===== src/rtl/core/particle_sensor_frame_parser_defines.svh =====
// Assertion macros shared by the frame parser RTL.
// Depends on nothing; included by the modules that check their own logic.
`ifndef PARTICLE_SENSOR_FRAME_PARSER_DEFINES_SVH
`define PARTICLE_SENSOR_FRAME_PARSER_DEFINES_SVH

// Same-cycle implication, disabled during reset.
`define PSFP_ASSERT_NOW(label, clk, rst, ante, cons, msg) \
  label: assert property (@(posedge clk) disable iff (rst) (ante) |-> (cons)) \
    else $error(msg);

// Next-cycle implication, disabled during reset.
`define PSFP_ASSERT_NEXT(label, clk, rst, ante, cons, msg) \
  label: assert property (@(posedge clk) disable iff (rst) (ante) |=> (cons)) \
    else $error(msg);

`endif


===== src/rtl/core/psfp_pkg.sv =====
// Types and constants of the particle sensor frame parser.
// Used by the parser, the result register and the top level.
package psfp_pkg;

  localparam int unsigned POS_W = 7;

  localparam logic [7:0] HDR_ZERO   = 8'h00;
  localparam logic [7:0] HDR_SINGLE = 8'h40;
  localparam logic [7:0] HDR_AUTO_A = 8'h42;
  localparam logic [7:0] HDR_AUTO_B = 8'h4D;
  localparam logic [7:0] HDR_ACK    = 8'hA5;
  localparam logic [7:0] HDR_REFUSE = 8'h96;

  localparam logic [POS_W-1:0] SINGLE_VALUE_POS = 7'd3;
  localparam logic [POS_W-1:0] AUTO_VALUE_POS   = 7'd6;

  typedef enum logic [1:0] {
    KIND_ACK    = 2'd0,
    KIND_REFUSE = 2'd1,
    KIND_SINGLE = 2'd2,
    KIND_AUTO   = 2'd3
  } event_kind_t;

  typedef enum logic [4:0] {
    PH_HUNT      = 5'b00001,
    PH_SECOND    = 5'b00010,
    PH_SINGLE    = 5'b00100,
    PH_AUTO_LEN  = 5'b01000,
    PH_AUTO_BODY = 5'b10000
  } phase_t;

  typedef struct packed {
    logic        valid;
    event_kind_t kind;
    logic [15:0] fine;
    logic [15:0] coarse;
  } result_t;

endpackage


===== src/rtl/core/psfp_parser.sv =====
// Frame parser state machine: takes one byte per advance and updates all state.
// Depends on psfp_pkg and the assertion macro header.
`include "particle_sensor_frame_parser_defines.svh"

module psfp_parser import psfp_pkg::*; #(
  parameter int unsigned MAX_FRAME_BYTES = 64
) (
  input  logic       clk,
  input  logic       rst,
  input  logic       advance,
  input  logic [7:0] rx_byte,
  output result_t    res
);

  localparam logic [16:0] MAX_BYTES = 17'(MAX_FRAME_BYTES);

  phase_t           phase, phase_next;
  logic [POS_W-1:0] pos, pos_next;
  logic [15:0]      len, len_next;
  logic [15:0]      sum, sum_next;
  logic [15:0]      rcv_sum, rcv_sum_next;
  logic [15:0]      fine, fine_next;
  logic [15:0]      coarse, coarse_next;
  logic [7:0]       first, first_next;
  logic             seen, seen_next;

  logic [16:0] pos_ext;
  logic [16:0] len_ext;
  logic [15:0] auto_len;
  logic [15:0] rcv_final;
  logic [31:0] cap;

  function automatic logic [31:0] capture_value(
    input logic [POS_W-1:0] p,
    input logic [POS_W-1:0] base,
    input logic [7:0]       b,
    input logic [15:0]      f,
    input logic [15:0]      c
  );
    logic [15:0] nf;
    logic [15:0] nc;
    nf = f;
    nc = c;
    if (p == base) begin
      nf = {b, f[7:0]};
    end else if (p == base + 7'd1) begin
      nf = {f[15:8], b};
    end else if (p == base + 7'd2) begin
      nc = {b, c[7:0]};
    end else if (p == base + 7'd3) begin
      nc = {c[15:8], b};
    end
    return {nf, nc};
  endfunction

  always_comb begin
    phase_next   = phase;
    pos_next     = pos;
    len_next     = len;
    sum_next     = sum;
    rcv_sum_next = rcv_sum;
    fine_next    = fine;
    coarse_next  = coarse;
    first_next   = first;
    seen_next    = seen;
    res          = '0;
    pos_ext      = {10'd0, pos};
    len_ext      = {1'b0, len};
    auto_len     = {len[15:8], rx_byte};
    rcv_final    = {rcv_sum[15:8], rx_byte};
    cap          = {fine, coarse};
    case (phase)
      PH_HUNT: begin
        if (rx_byte == HDR_ZERO && pos == '0) begin
          pos_next = 7'd1;
        end else begin
          first_next = rx_byte;
          phase_next = PH_SECOND;
          pos_next   = 7'd2;
        end
      end
      PH_SECOND: begin
        sum_next     = {8'd0, first} + {8'd0, rx_byte};
        fine_next    = '0;
        coarse_next  = '0;
        rcv_sum_next = '0;
        phase_next   = PH_HUNT;
        pos_next     = '0;
        if (first == HDR_SINGLE) begin
          len_next = {8'd0, rx_byte};
          if ({9'd0, rx_byte} + 17'd3 <= MAX_BYTES) begin
            phase_next = PH_SINGLE;
            pos_next   = 7'd2;
          end
        end else if (first == HDR_AUTO_A && rx_byte == HDR_AUTO_B) begin
          phase_next = PH_AUTO_LEN;
          pos_next   = 7'd2;
        end else if (first == HDR_ACK && rx_byte == HDR_ACK) begin
          res.valid = 1'b1;
          res.kind  = KIND_ACK;
          seen_next = 1'b1;
        end else if (first == HDR_REFUSE && rx_byte == HDR_REFUSE) begin
          res.valid = 1'b1;
          res.kind  = KIND_REFUSE;
          seen_next = 1'b1;
        end
      end
      PH_SINGLE: begin
        if (pos_ext <= len_ext + 17'd1) begin
          sum_next = sum + {8'd0, rx_byte};
        end
        cap         = capture_value(pos, SINGLE_VALUE_POS, rx_byte, fine, coarse);
        fine_next   = cap[31:16];
        coarse_next = cap[15:0];
        if (pos_ext >= len_ext + 17'd2) begin
          phase_next = PH_HUNT;
          pos_next   = '0;
          if (8'(~sum_next[7:0] + 8'd1) == rx_byte) begin
            res.valid  = 1'b1;
            res.kind   = KIND_SINGLE;
            res.fine   = cap[31:16];
            res.coarse = cap[15:0];
            seen_next  = 1'b1;
          end
        end else begin
          pos_next = pos + 7'd1;
        end
      end
      PH_AUTO_LEN: begin
        sum_next = sum + {8'd0, rx_byte};
        if (pos == 7'd2) begin
          len_next = {rx_byte, 8'd0};
          pos_next = 7'd3;
        end else begin
          len_next = auto_len;
          if (auto_len < 16'd2 || {1'b0, auto_len} + 17'd4 > MAX_BYTES) begin
            phase_next = PH_HUNT;
            pos_next   = '0;
          end else begin
            phase_next = PH_AUTO_BODY;
            pos_next   = 7'd4;
          end
        end
      end
      PH_AUTO_BODY: begin
        if (pos_ext <= len_ext + 17'd1) begin
          sum_next = sum + {8'd0, rx_byte};
        end
        cap         = capture_value(pos, AUTO_VALUE_POS, rx_byte, fine, coarse);
        fine_next   = cap[31:16];
        coarse_next = cap[15:0];
        if (pos_ext == len_ext + 17'd2) begin
          rcv_sum_next = {rx_byte, 8'd0};
        end
        if (pos_ext >= len_ext + 17'd3) begin
          rcv_sum_next = rcv_final;
          phase_next   = PH_HUNT;
          pos_next     = '0;
          if (rcv_final == sum_next &&
              !(cap[31:16] == 16'd0 && cap[15:0] == 16'd0 && !seen)) begin
            res.valid  = 1'b1;
            res.kind   = KIND_AUTO;
            res.fine   = cap[31:16];
            res.coarse = cap[15:0];
            seen_next  = 1'b1;
          end
        end else begin
          pos_next = pos + 7'd1;
        end
      end
      default: begin
        phase_next = PH_HUNT;
        pos_next   = '0;
      end
    endcase
  end

  always_ff @(posedge clk) begin
    if (rst) begin
      phase   <= PH_HUNT;
      pos     <= '0;
      len     <= '0;
      sum     <= '0;
      rcv_sum <= '0;
      fine    <= '0;
      coarse  <= '0;
      first   <= '0;
      seen    <= 1'b0;
    end else if (advance) begin
      phase   <= phase_next;
      pos     <= pos_next;
      len     <= len_next;
      sum     <= sum_next;
      rcv_sum <= rcv_sum_next;
      fine    <= fine_next;
      coarse  <= coarse_next;
      first   <= first_next;
      seen    <= seen_next;
    end
  end

  `PSFP_ASSERT_NEXT(a_emit_rehunt, clk, rst, advance && res.valid,
    phase == PH_HUNT && pos == '0 && seen, "result did not return parser to hunt")
  `PSFP_ASSERT_NOW(a_auto_zero_drop, clk, rst, res.valid && res.kind == KIND_AUTO,
    res.fine != 16'd0 || res.coarse != 16'd0 || seen, "initial zero auto frame reported")
  `PSFP_ASSERT_NOW(a_ack_zero, clk, rst,
    res.valid && (res.kind == KIND_ACK || res.kind == KIND_REFUSE),
    res.fine == 16'd0 && res.coarse == 16'd0, "acknowledge carries values")

endmodule


===== src/rtl/core/psfp_out_reg.sv =====
// Result register of the frame parser: holds one event until it is taken.
// Depends on psfp_pkg and the assertion macro header.
`include "particle_sensor_frame_parser_defines.svh"

module psfp_out_reg import psfp_pkg::*; (
  input  logic        clk,
  input  logic        rst,
  input  logic        load,
  input  result_t     res,
  input  logic        event_stall,
  output logic        space,
  output logic        event_valid,
  output logic [1:0]  event_kind,
  output logic [15:0] fine_particles,
  output logic [15:0] coarse_particles
);

  event_kind_t kind;

  assign space      = !event_valid || !event_stall;
  assign event_kind = kind;

  always_ff @(posedge clk) begin
    if (rst) begin
      event_valid <= 1'b0;
    end else if (load) begin
      event_valid <= 1'b1;
    end else if (!event_stall) begin
      event_valid <= 1'b0;
    end
  end

  always_ff @(posedge clk) begin
    if (load) begin
      kind             <= res.kind;
      fine_particles   <= res.fine;
      coarse_particles <= res.coarse;
    end
  end

  `PSFP_ASSERT_NOW(a_no_overwrite, clk, rst, event_valid && event_stall, !load,
    "held event overwritten")

endmodule


===== src/rtl/core/particle_sensor_frame_parser.sv =====
// Particle sensor frame parser. Takes one received byte per cycle on the rx
// channel and reports acknowledge, refusal, single-read and auto-send value
// frames on the event channel. A byte passes an input register, then the
// parser updates its state and loads any event into the result register.
// The sustained rate is one byte per cycle; the rx side stalls only while the
// result register holds an event that the event side is stalling.
// Depends on psfp_pkg, psfp_parser, psfp_out_reg and the assertion macro header.
`include "particle_sensor_frame_parser_defines.svh"

module particle_sensor_frame_parser import psfp_pkg::*; #(
  parameter int unsigned MAX_FRAME_BYTES = 64
) (
  input  logic        clk,
  input  logic        rst,
  input  logic        rx_valid,
  output logic        rx_stall,
  input  logic [7:0]  rx_byte,
  output logic        event_valid,
  input  logic        event_stall,
  output logic [1:0]  event_kind,
  output logic [15:0] fine_particles,
  output logic [15:0] coarse_particles
);

  logic       held_valid;
  logic [7:0] held_byte;
  logic       space;
  logic       advance;
  logic       take;
  result_t    res;

  assign advance  = held_valid && space;
  assign rx_stall = held_valid && !space;
  assign take     = rx_valid && !rx_stall;

  always_ff @(posedge clk) begin
    if (rst) begin
      held_valid <= 1'b0;
    end else if (take) begin
      held_valid <= 1'b1;
    end else if (advance) begin
      held_valid <= 1'b0;
    end
  end

  always_ff @(posedge clk) begin
    if (take) begin
      held_byte <= rx_byte;
    end
  end

  psfp_parser #(
    .MAX_FRAME_BYTES(MAX_FRAME_BYTES)
  ) u_parser (
    .clk    (clk),
    .rst    (rst),
    .advance(advance),
    .rx_byte(held_byte),
    .res    (res)
  );

  psfp_out_reg u_out (
    .clk             (clk),
    .rst             (rst),
    .load            (advance && res.valid),
    .res             (res),
    .event_stall     (event_stall),
    .space           (space),
    .event_valid     (event_valid),
    .event_kind      (event_kind),
    .fine_particles  (fine_particles),
    .coarse_particles(coarse_particles)
  );

  `PSFP_ASSERT_NEXT(a_held_kept, clk, rst, held_valid && !space,
    held_valid && $stable(held_byte), "held byte lost while blocked")

endmodule

===== config.mk =====
export PLATFORM = sky130hd
export DESIGN_NAME = particle_sensor_frame_parser
export DESIGN_NICKNAME = d
export VERILOG_FILES = /design/src/rtl/core/psfp_pkg.sv /design/src/rtl/core/psfp_parser.sv /design/src/rtl/core/psfp_out_reg.sv /design/src/rtl/core/particle_sensor_frame_parser.sv
export VERILOG_INCLUDE_DIRS = /design/src /design/src/rtl/core
export SDC_FILE = /design/constraint.sdc
export NUM_CORES = 1
export LEC_CHECK = 0
export BUFFER_PORTS_ARGS = -buffer_cell sky130_fd_sc_hd__buf_2
export CORE_ASPECT_RATIO = 1.4
export CORE_MARGIN = 8
export CORE_UTILIZATION = 39
export CTS_BUF_LIST = sky130_fd_sc_hd__clkbuf_2 sky130_fd_sc_hd__clkbuf_4 sky130_fd_sc_hd__clkbuf_8
export DETAILED_ROUTE_END_ITERATION = 8
export GPL_TIMING_DRIVEN = 1
export PLACE_DENSITY = 0.59
export SLEW_MARGIN = 20
export SYNTH_ARGS = -nofsm -noshare
export SYNTH_HDL_FRONTEND = slang
export SYNTH_SLANG_ARGS = --single-unit

===== constraint.sdc =====
create_clock -name clk -period 7 [get_ports clk]
set_input_delay 0.35 -clock clk [delete_from_list [all_inputs] [get_ports clk]]
set_output_delay 0.35 -clock clk [all_outputs]
set_load 0.01 [all_outputs]

# Word-level counts from Yosys, hierarchy flattened

Cells that the tools add are included.

Equality and inequality tests: 37
Div/mod/pow operators: 0
Reduce and logical (&&, ||, !) cells: 36
Muxes and demuxes: 67
Shift-type cells: 0
$lt $le $gt $ge: 6
Add/sub/neg operators: 9
Bitwise gates (word level): 2
Multiply operators: 0

Operators by type and width:

| operator                                                                          | number |
|---|---|
| 16-bit 2-to-1 mux                                                                 | 17 |
| 35-bit 2-to-1 mux                                                                 | 4 |
| 16-bit one-hot mux with 3 select lines                                            | 2 |
| 16-bit one-hot mux with 2 select lines                                            | 2 |
| 16-bit one-hot mux with 4 select lines                                            | 1 |
| 32-bit one-hot mux with 2 select lines                                            | 1 |
| 7-bit one-hot mux with 5 select lines                                             | 1 |
| 16-bit by 2-bit adder with 17-bit output, second input constant                   | 2 |
| 7-bit by 17-bit greater-or-equal comparator with 1-bit output                     | 2 |
| 8-bit equality test, second input constant                                        | 4 |
| 16-bit zero test                                                                  | 2 |
| 8-bit 2-to-1 mux                                                                  | 4 |
| 5-bit 2-to-1 mux                                                                  | 6 |
| 7-bit by 3-bit equality test with 1-bit output, second input constant             | 4 |
| 7-bit 2-to-1 mux                                                                  | 4 |
| 5-bit one-hot mux with 5 select lines                                             | 1 |
| 8-bit by 7-bit equality test with 1-bit output, second input constant             | 3 |
| 3-bit 2-to-1 mux                                                                  | 6 |
| 16-bit by 1-bit adder with 17-bit output, second input constant                   | 1 |
| 16-bit by 3-bit adder with 17-bit output, second input constant                   | 1 |
| 7-bit by 17-bit equality test with 1-bit output                                   | 1 |
| 17-bit by 7-bit greater-than comparator with 1-bit output, second input constant  | 1 |
| 17-bit by 7-bit less-or-equal comparator with 1-bit output, second input constant | 1 |
| 7-bit by 17-bit less-or-equal comparator with 1-bit output                        | 1 |
| 38 further kinds                                                                  | 85 |

Output and inout bits: 36
Bits in latches: 0
Memories kept: 0
Flip-flop bits (word level): 137
Bits in read-only memories: 0
RAM bits: 0

# Depth between registers and ports, before layout

Gate-level depths: netlist of run 1.

Depth after elaboration: 16
Depth in mapped cells: 23
Gate-level depth less buffers: 21

# Cells and area by module

From an unflattened synthesis of run 1, not the netlist that was laid out.

Cells, all modules: 1228
Area, all modules: 10244.8 µm²

Modules (own cells, without submodules):

| module                       | sequential area each (µm²) | times used | cells each | area each (µm²) |
|---|---|---|---|---|
| psfp_parser                  | 1861.8                     | 1          | 1176       | 8888.5 |
| psfp_out_reg                 | 1041.0                     | 1          | 38         | 1053.5 |
| particle_sensor_frame_parser | 260.2                      | 1          | 14         | 302.8 |

# Worst setup path before layout of run 1

OpenSTA, ideal clock, no wires.

Kind: register -> register
Start point: register u_parser.len[1]
End point: register u_out.coarse_particles[0], enable pin
Period minus slack after synthesis: 7188 ps
Cell stages (with the launch flop): 23
Setup time: 446 ps
Path slack: -188 ps
Arrival: 6742 ps
Buffers on the path: 2
Data required time: 6554 ps
Cell sequence: dfxtp_1 ha_1 and3_1 buf_2 nand2_1 xor2_1 ha_1 nand4_1 a21oi_1 o22ai_1 nor4_4 clkbuf_1 nand2_1 nor2_1 a21oi_1 ha_1 nor3b_1 and3_1 a211o_1 mux4_2 a2111o_1 or2_4 a31oi_1

Longest elaborated chain between the ends: 11
Elaborated cells between the ends (all ways): 20

Ends and longest elaborated chain:

| element                                                    | line                                   | RTL |
|---|---|---|
| start: declaration                                         | psfp_parser.sv:19                      | `logic [15:0] len, len_next;` |
| start signal: assignment                                   | psfp_parser.sv:192                     | `len <= len_next;` |
| 16-bit by 1-bit adder with 17-bit output                   | psfp_parser.sv:109, psfp_parser.sv:146 |  |
| 7-bit by 17-bit less-or-equal comparator with 1-bit output | psfp_parser.sv:109, psfp_parser.sv:146 |  |
| 16-bit 2-to-1 mux                                          | psfp_parser.sv:109                     | `if (pos_ext <= len_ext + 17'd1) begin` |
| 16-bit 2-to-1 mux                                          | psfp_parser.sv:72                      | `case (phase)` |
| 8-bit inverter                                             | psfp_parser.sv:118                     | `if (8'(~sum_next[7:0] + 8'd1) == rx_byte) begin` |
| 8-bit by 1-bit adder with 8-bit output                     | psfp_parser.sv:118                     |  |
| 8-bit equality test                                        | psfp_parser.sv:118                     |  |
| 35-bit 2-to-1 mux                                          | psfp_parser.sv:118                     |  |
| 35-bit 2-to-1 mux                                          | psfp_parser.sv:115                     | `if (pos_ext >= len_ext + 17'd2) begin` |
| 3-bit one-hot mux with 3 select lines (*)                  | psfp_parser.sv:72                      |  |
| 1-bit logical AND (*)                                      | particle_sensor_frame_parser.sv:65     | `.load (advance && res.valid),` |
| net u_out.load                                             | psfp_out_reg.sv:8                      | `input logic load,` |
| end signal: assignment                                     | psfp_out_reg.sv:37                     | `coarse_particles <= res.coarse;` |
| end: declaration                                           | psfp_out_reg.sv:15                     | `output logic [15:0] coarse_particles` |

The timed path passes the listed nets; every way through them passes the cells marked *. The select of a mux whose other input is x is not followed.
A chain may end at the register's enable or synchronous reset.

# Worst setup path after layout of run 1

Start point: register u_parser.len[2]
End point: register u_out.coarse_particles[0], enable pin

Same word-level chain as after synthesis.

==> results of run 1 <==
[metal layers]
layer	track usage, %	part of all wire [%]	wire, µm	up-vias
li1	-	-	-	4635
met1	24.6	42	13900	4724
met2	35.9	50	16800	332
met3	3.12	4.9	1640	88
met4	9.15	3.5	1170	0
met5	0	0	0	-
[cells in the mapped netlist, types with 4 or more instances]
| cell | n | area share (%) |
|---|---|---|
| ha_1 | 46 | 5.5 |
| a22oi_1 | 18 | 1.3 |
| a21oi_1 | 84 | 4.0 |
| a211oi_1 | 9 | 0.64 |
| o211ai_1 | 15 | 1.1 |
| o221ai_1 | 34 | 2.8 |
| nor4b_1 | 6 | 0.50 |
| nand3_1 | 53 | 2.5 |
| a21o_1 | 12 | 0.86 |
| nand4_1 | 21 | 1.3 |
| nand2_1 | 66 | 2.4 |
| nor4_1 | 19 | 1.1 |
| nor3_1 | 27 | 1.3 |
| a2111oi_0 | 5 | 0.42 |
| buf_4 | 5 | 0.36 |
| o32ai_1 | 5 | 0.42 |
| a311oi_1 | 4 | 0.33 |
| or3_1 | 9 | 0.54 |
| buf_6 | 4 | 0.43 |
| o22ai_1 | 8 | 0.48 |
| o32ai_2 | 30 | 4.6 |
| dfxtp_1 | 95 | 18 |
| nand2b_1 | 17 | 1.0 |
| buf_2 | 17 | 0.81 |
| inv_1 | 33 | 1.2 |
| xor2_1 | 23 | 1.9 |
| and2_1 | 8 | 0.48 |
| mux2i_1 | 76 | 7.2 |
| nor2b_1 | 16 | 0.95 |
| o21ai_0 | 78 | 3.7 |
| a31oi_1 | 4 | 0.24 |
| or4_1 | 6 | 0.43 |
| nand3b_1 | 8 | 0.57 |
| edfxtp_1 | 42 | 12 |
| a211o_1 | 4 | 0.33 |
| xnor2_1 | 32 | 2.7 |
| and3_1 | 13 | 0.77 |
| and4_1 | 4 | 0.33 |
| o2111ai_1 | 5 | 0.42 |
| o21a_1 | 8 | 0.57 |
| nor2_1 | 115 | 4.1 |
| nor3b_1 | 7 | 0.50 |
| clkbuf_1 | 67 | 2.4 |
[cell families after synthesis]
logic type,Yosys count,synth area share [%]
xor gates and xnor gates,55,4.58
AOI/OAI and AO/OA,358,25.5
buffers and inverters,129,5.29
DFF,137,30.1
and+or+nand+nor,417,20.9
adders and majority gates,48,5.86
muxes,80,7.78
[registers in the layout (all words and copies together) (netlist names), 2 cells and up]
name / count
u_parser.fine: 16
u_out.coarse_particles: 16
u_out.event_kind: 2
u_parser.len: 16
u_parser.first: 8
u_out.fine_particles: 16
held_byte: 8
u_parser.sum: 16
u_parser.rcv_sum: 8
u_parser.phase: 5
u_parser.coarse: 16
u_parser.pos: 7
[cell usage in the layout, fill, tap and decap left out, types with 16 or more instances in the layout]
master / count
nor3_1: 27
nand3_1: 53
buf_2: 47
nand2_1: 66
mux2i_1: 76
o21ai_0: 78
a22oi_1: 18
o32ai_2: 30
xnor2_1: 32
nor2_1: 115
clkbuf_8: 18
nor4_1: 19
nand4_1: 21
edfxtp_1: 42
buf_4: 22
nor2b_1: 16
ha_1: 46
o221ai_1: 34
a21oi_1: 83
dfxtp_1: 95
xor2_1: 23
inv_1: 33
nand2b_1: 17
[path summary, 6_finish.rpt]
path                    from                         to
min               rx_byte[7]               held_byte[7]
max          u_parser.len[2]  u_out.coarse_particles[0]
min reg2reg    u_parser.seen              u_parser.seen
max reg2reg  u_parser.len[2]  u_out.coarse_particles[0]
[metrics by stage]
stage	hold WS, ns	area, µm²	util (%)	power, mW	instances
floorplan	0.436	10500	-	1.02	1224
global placement	0.469	10900	41.0	1.09	1525
detailed placement	0.474	10900	41.0	1.09	1525
CTS	0.0187	11400	42.8	1.87	1557
global route	0.0206	11400	42.8	1.93	1557
finish	0.0429	11400	42.8	1.86	1557
[worst max-delay path, delay by kind of cell (launching register included)]
kind            cells  cell delay (ns)
flops               1             0.57
buf+inv             1             0.45
fa+ha+maj           3             0.83
xor+xnor            1             0.16
compound gates      7             1.39
mux                 1             0.48
simple gates        9             2.04
[power by group through the flow]
stage | clock network, mW | registers (mW) | logic, mW
2_1_floorplan | 0 | 0.851 | 0.165
3_3_place_gp | 0 | 0.852 | 0.236
3_5_place_dp | 0 | 0.852 | 0.238
4_1_cts | 0.798 | 0.833 | 0.239
5_1_grt | 0.830 | 0.835 | 0.262
6_report | 0.781 | 0.834 | 0.241
[final cells by class]
class                      instances  area, µm²  area share [%]
clock buffer                      18        248            2.17
inverter                          33        124            1.09
tap                              328        410            3.60
sequential                       137       3160            27.8
clock inverter                    14        218            1.91
timing repair buffer              69        400            3.51
multi-input combinational        958       6830            60.0
==> summary.txt, run 1 <==
Timing
  – Setup TNS: 0 ns
  – FMAX: 0.158 GHz
  – Slew margin rel.: 30.9%
  – Clock skew: 0.0181 ns
  – Worst Max-Slew Pin Slew: 1.04 ns
  – Minimum clock period: 6.32 ns
  – RSZ-0062 raised after global routing: no
  – Final setup fails: 0
  – Final Max Tran Viols: 0
  – Final hold vios: 0
  – Fin crit share: 90.3%
  – Worst Slack Setup Final: 0.677 ns

Placement
  – Post-DP HPWL: 22900 µm
  – Routability cong.: 0.900
  – Place WS: 0.783 ns
  – PortBufs: 47

Yosys
  – Number of synthesized flops with an enable pin: 42
  – Ys flop type: dfxtp_1
  – Synth Instances: 1224
  – Sequential area share after synthesis: 30.1%
  – Unique masters post-synth: 88
  – Synth async-reset ratio: 0%
  – Synthesis-stage register bit count: 137
  – Post-Syn Area: 10500 µm²
  – Synth warnings: 0
  – Syn_nets: 1284
  – Avg Cell Area, Syn: 8.58 µm²

Floorplanning
  – Die height: 210 µm
  – Die area: 32500 µm²
  – Initial Utilization: 39.4%
  – Row Count: 71
  – Die width: 155 µm
  – Core area: 26700 µm²
  – I/O pin cnt: 48

Routing
  – Final WL: 33600 µm
  – Initial DRC count: 756
  – Antenna-violating nets left: 0
  – Routed wire length per instance: 21.6 µm
  – Routed vias/inst: 6.28
  – Via count: 9779
  – Residual DRC: 0
  – First-pass detailed-route iteration total: 5

Pwr
  – Switch share: 27.5%
  – P_int: 1.35 mW
  – P_leak: 3.82 nW
  – VDD IR max: 0.317 mV
  – NetSw: 0.510 mW
  – Clock Power Share: 42.1%
  – Sequential power share: 44.9%
  – Combinational cell fraction of total power: 13.0%
  – Power Dens Cells: 163 nW/µm²

Layout
  – FILL cells: 2689
  – Nets: 1276
  – Area grow syn2layout: 8.48%
  – N_diodes: 0
  – Layout cells sized above 1: 13.1%

Global route
  – Vias in the first global route: 9508
  – First-pass GRT wire length: 53200 µm
  – Initial antenna violation count: 0
  – Largest net degree at the start of global routing: 69
  – Total GRT Usage: 20.6%
  – Grt ovf: 0

Worst setup path
  – Max incr delay on CP: 0.70 ns
  – R2R cell count: 22
  – CP startpoint kind: flip-flop
  – WS Path Type: flip-flop to flip-flop
  – CP required: 7.13 ns
  – CP Max Fanout: 34
  – Crit-path cells: ha_1, and3_1, nand2_1, xor2_1, ha_1, nand4_1, a21oi_1, o22ai_1, or4_4, nor2_1, nor2_1, a21oi_1, ha_1, nand2_1, nor2_1, a21boi_0, o211ai_1, mux4_2, a2111o_2, or2_4, a31oi_4, buf_4
  – Worst Path Arrival: 6.45 ns
  – FF-to-FF setup slack: 0.68 ns
  – Worst Setup End Kind: flip-flop
  – CP max stage cell: or4_4

Clock network
  – Clk sink count: 137
  – CTS resizes: 0
  – Setup Fix Bufs, Post-CTS: 0
  – CTS Hold Buffers Added: 0
  – Bufs on Longest Clock Path: 2
  – TritonCTS clock tree: done
  – Root buf cell: clkbuf_8
  – H-Tree Level Count: 4
  – Cts bufs inserted: 17
  – Clk pin slew, worst setup/hold paths: 0.08 ns
  – Clk Latency, worst-skew pair: 0.49 ns

Worst hold path
  – Worst Hold Class: input port to flip-flop
  – Hold Path Depth: 1

Run status
  – Status: completed

Flow run
  – Max-Cap Viols: 0
No activity file was read; power rests on OpenSTA's default activity.
==> inputs of run 2 (changes only) <==
--- a/config.mk
+++ b/config.mk
@@ -14,6 +14,7 @@
 export DETAILED_ROUTE_END_ITERATION = 8
 export GPL_TIMING_DRIVEN = 1
 export PLACE_DENSITY = 0.59
+export REMOVE_ABC_BUFFERS = 1
 export SLEW_MARGIN = 20
 export SYNTH_ARGS = -nofsm -noshare
 export SYNTH_HDL_FRONTEND = slang
==> run 2 against run 1 <==
Via count rose by 0.89%. Power fell by 5.3%. First-iteration DRC count rose by 23%. Combinational power rose by 2%. Final cell count rose by 0.13%. Count of clock-buffer cells in the layout rose by 1. Critical endpoint is now u_out.coarse_particles[15]. Worst hold slack improved by 0.0093 ns. Register-to-register slack got worse by 0.06 ns.
==> summary.txt, run 2 (synthesis results as in run 1) <==
Run status
  – Status: completed

Placement
  – Post-DP HPWL: 22900 µm (about the same)
  – Routability cong.: 0.930 (+3.4%)
  – DP Area: 10900 µm² (+0.14%)
  – Place WS: 0.657 ns (-0.125 ns)
  – PortBufs: 47 (unchanged)

Pwr
  – P_leak: 3.80 nW (-0.67%)
  – VDD IR max: 0.0976 mV (-69%)
  – Power consumption: 1.76 mW (-5.3%)
  – Power Dens Cells: 155 nW/µm² (-4.8%)

Timing
  – Final setup fails: 0 (unchanged)
  – Final hold vios: 0 (unchanged)
  – Fin crit share: 91.2% (+0.88 points)
  – Minimum clock period: 6.38 ns (+0.0614 ns)
  – Worst Slack Setup Final: 0.616 ns (-0.0614 ns)
  – RSZ-0062 raised after global routing: no
  – Clock skew: 0.0179 ns (-0.000180 ns)
  – Worst Max-Slew Pin Slew: 1.13 ns (+0.0921 ns)
  – FMAX: 0.157 GHz (-0.96%)
  – Final Max Tran Viols: 0 (unchanged)
  – Slew margin rel.: 22.8% (-8.1 points)

Layout
  – Most frequent cells in the layout: 115 x nor2_1, 95 x dfxtp_1, 83 x a21oi_1
  – Area grow syn2layout: 7.93%
  – Nets: 1278 (+0.16%)
  – Post-route cell area: 11300 µm² (-0.51%)
  – FILL cells: 2679 (-0.37%)
  – N_diodes: 0 (unchanged)
  – Commonest non-fill, non-tap cell in the layout: nor2_1
  – Layout cells sized above 1: 13.2% (+0.14 points)

Clock network
  – TritonCTS clock tree: done
  – Clk pin slew, worst setup/hold paths: 0.09 ns (about the same)
  – CTS Hold Buffers Added: 0 (unchanged)
  – CTS resizes: 0 (unchanged)
  – H-Tree Level Count: 4 (unchanged)
  – Clk Latency, worst-skew pair: 0.47 ns (-0.02 ns)
  – Setup Fix Bufs, Post-CTS: 0 (unchanged)
  – Root buf cell: clkbuf_8
  – Bufs on Longest Clock Path: 2 (unchanged)
  – Cts bufs inserted: 17 (unchanged)
  – Clk sink count: 137 (unchanged)

Flow run
  – Max-Cap Viols: 0 (unchanged)

Worst setup path
  – CP required: 7.12 ns (about the same)
  – WS Path Type: flip-flop to flip-flop
  – CP Max Fanout: 32 (-5.9%)
  – Worst Setup End Kind: flip-flop
  – RR Startpoint: u_parser.len[2]
  – Worst Path Arrival: 6.50 ns (+0.05 ns)
  – CP startpoint kind: flip-flop
  – Crit path launch: u_parser.len[2]

Global route
  – Vias in the first global route: 9502 (-0.063%)
  – Initial antenna violation count: 0 (unchanged)
  – Grt ovf: 0 (unchanged)
  – First-pass GRT wire length: 53200 µm (about the same)
  – Total GRT Usage: 20.5% (-0.12 points)
  – Largest net degree at the start of global routing: 70 (+1.4%)

Worst hold path
  – Worst Hold Class: input port to flip-flop
  – HP Start: rx_byte[1]

Routing
  – Initial DRC count: 932 (+23%)
  – Final WL: 33600 µm (about the same)
  – Routed vias/inst: 6.33 (+0.76%)
  – Via count: 9866 (+0.89%)
  – Residual DRC: 0 (unchanged)
  – Antenna-violating nets left: 0 (unchanged)
  – First-pass detailed-route iteration total: 6 (+1)
  – Routed wire length per instance: 21.5 µm (-0.14%)

Floorplanning
  – Die area: 32500 µm² (unchanged)
  – Core area: 26700 µm² (unchanged)
  – Row Count: 71 (unchanged)
  – Die width: 155 µm (unchanged)
  – Initial Utilization: 39.4% (unchanged)
  – I/O pin cnt: 48 (unchanged)
  – Die height: 210 µm (unchanged)
run 2: path summary, 6_finish.rpt:
path / to / slack (ns) / depth (start not counted)
max: u_out.coarse_particles[15] / 0.62 / 21
min: held_byte[1] / 0.05 / 1
max reg2reg: u_out.coarse_particles[15] / 0.62 / 21
min reg2reg: u_parser.seen / 0.47 / 2
run 2: worst max-delay path, stage by stage, from the launching register on:
cell	delay [ns]
dfxtp_1	0.57
ha_1	0.29
and3_1	0.38
nand2_1	0.11
xor2_1	0.17
ha_1	0.31
nand4_1	0.12
a21oi_1	0.14
o22ai_1	0.15
or4_4	0.69
nor2_1	0.30
nor2_1	0.07
a21oi_1	0.13
ha_1	0.21
nor3b_1	0.24
nand3_1	0.13
a22o_1	0.25
mux4_2	0.46
a2111o_2	0.37
or2_4	0.26
a31oi_4	0.21
buf_4	0.43
run 2: power breakdown:
| part | switching, mW | internal [mW] |
|---|---|---|
| clock network | 0.351 | 0.329 |
| logic | 0.158 | 0.0866 |
| registers | 0.0102 | 0.823 |
| total | 0.519 | 1.24 |
run 2: layout make-up:
class,instances,area (µm²),area share (%)
Multi-Input combinational cell,958,6830,60.3
Tap cell,328,410,3.62
Inverter,33,124,1.09
Clock inverter,13,144,1.27
Timing Repair Buffer,71,415,3.66
Clock buffer,19,249,2.20
Sequential cell,137,3160,27.9
run 2: metrics by stage:
step / hold slack, ns / utilization [%] / setup TNS (ns) / std cells
after floorplan: 0.419 / - / -34.55 / 1128
after global placement: 0.451 / 41.1 / 0 / 1527
after detailed placement: 0.458 / 41.1 / 0 / 1527
after CTS: 0.0281 / 42.5 / 0 / 1559
after global routing: 0.0280 / 42.5 / 0 / 1559
final: 0.0522 / 42.5 / 0 / 1559
run 2: per-layer routing:
metal  wire length, µm  global-route usage, %  up-vias
met4              1350                   10.7        0
met5                 0                      0        -
met3              1760                   2.89       91
li1                  -                      -     4636
met2             16900                   35.9      362
met1             13500                   23.9     4777
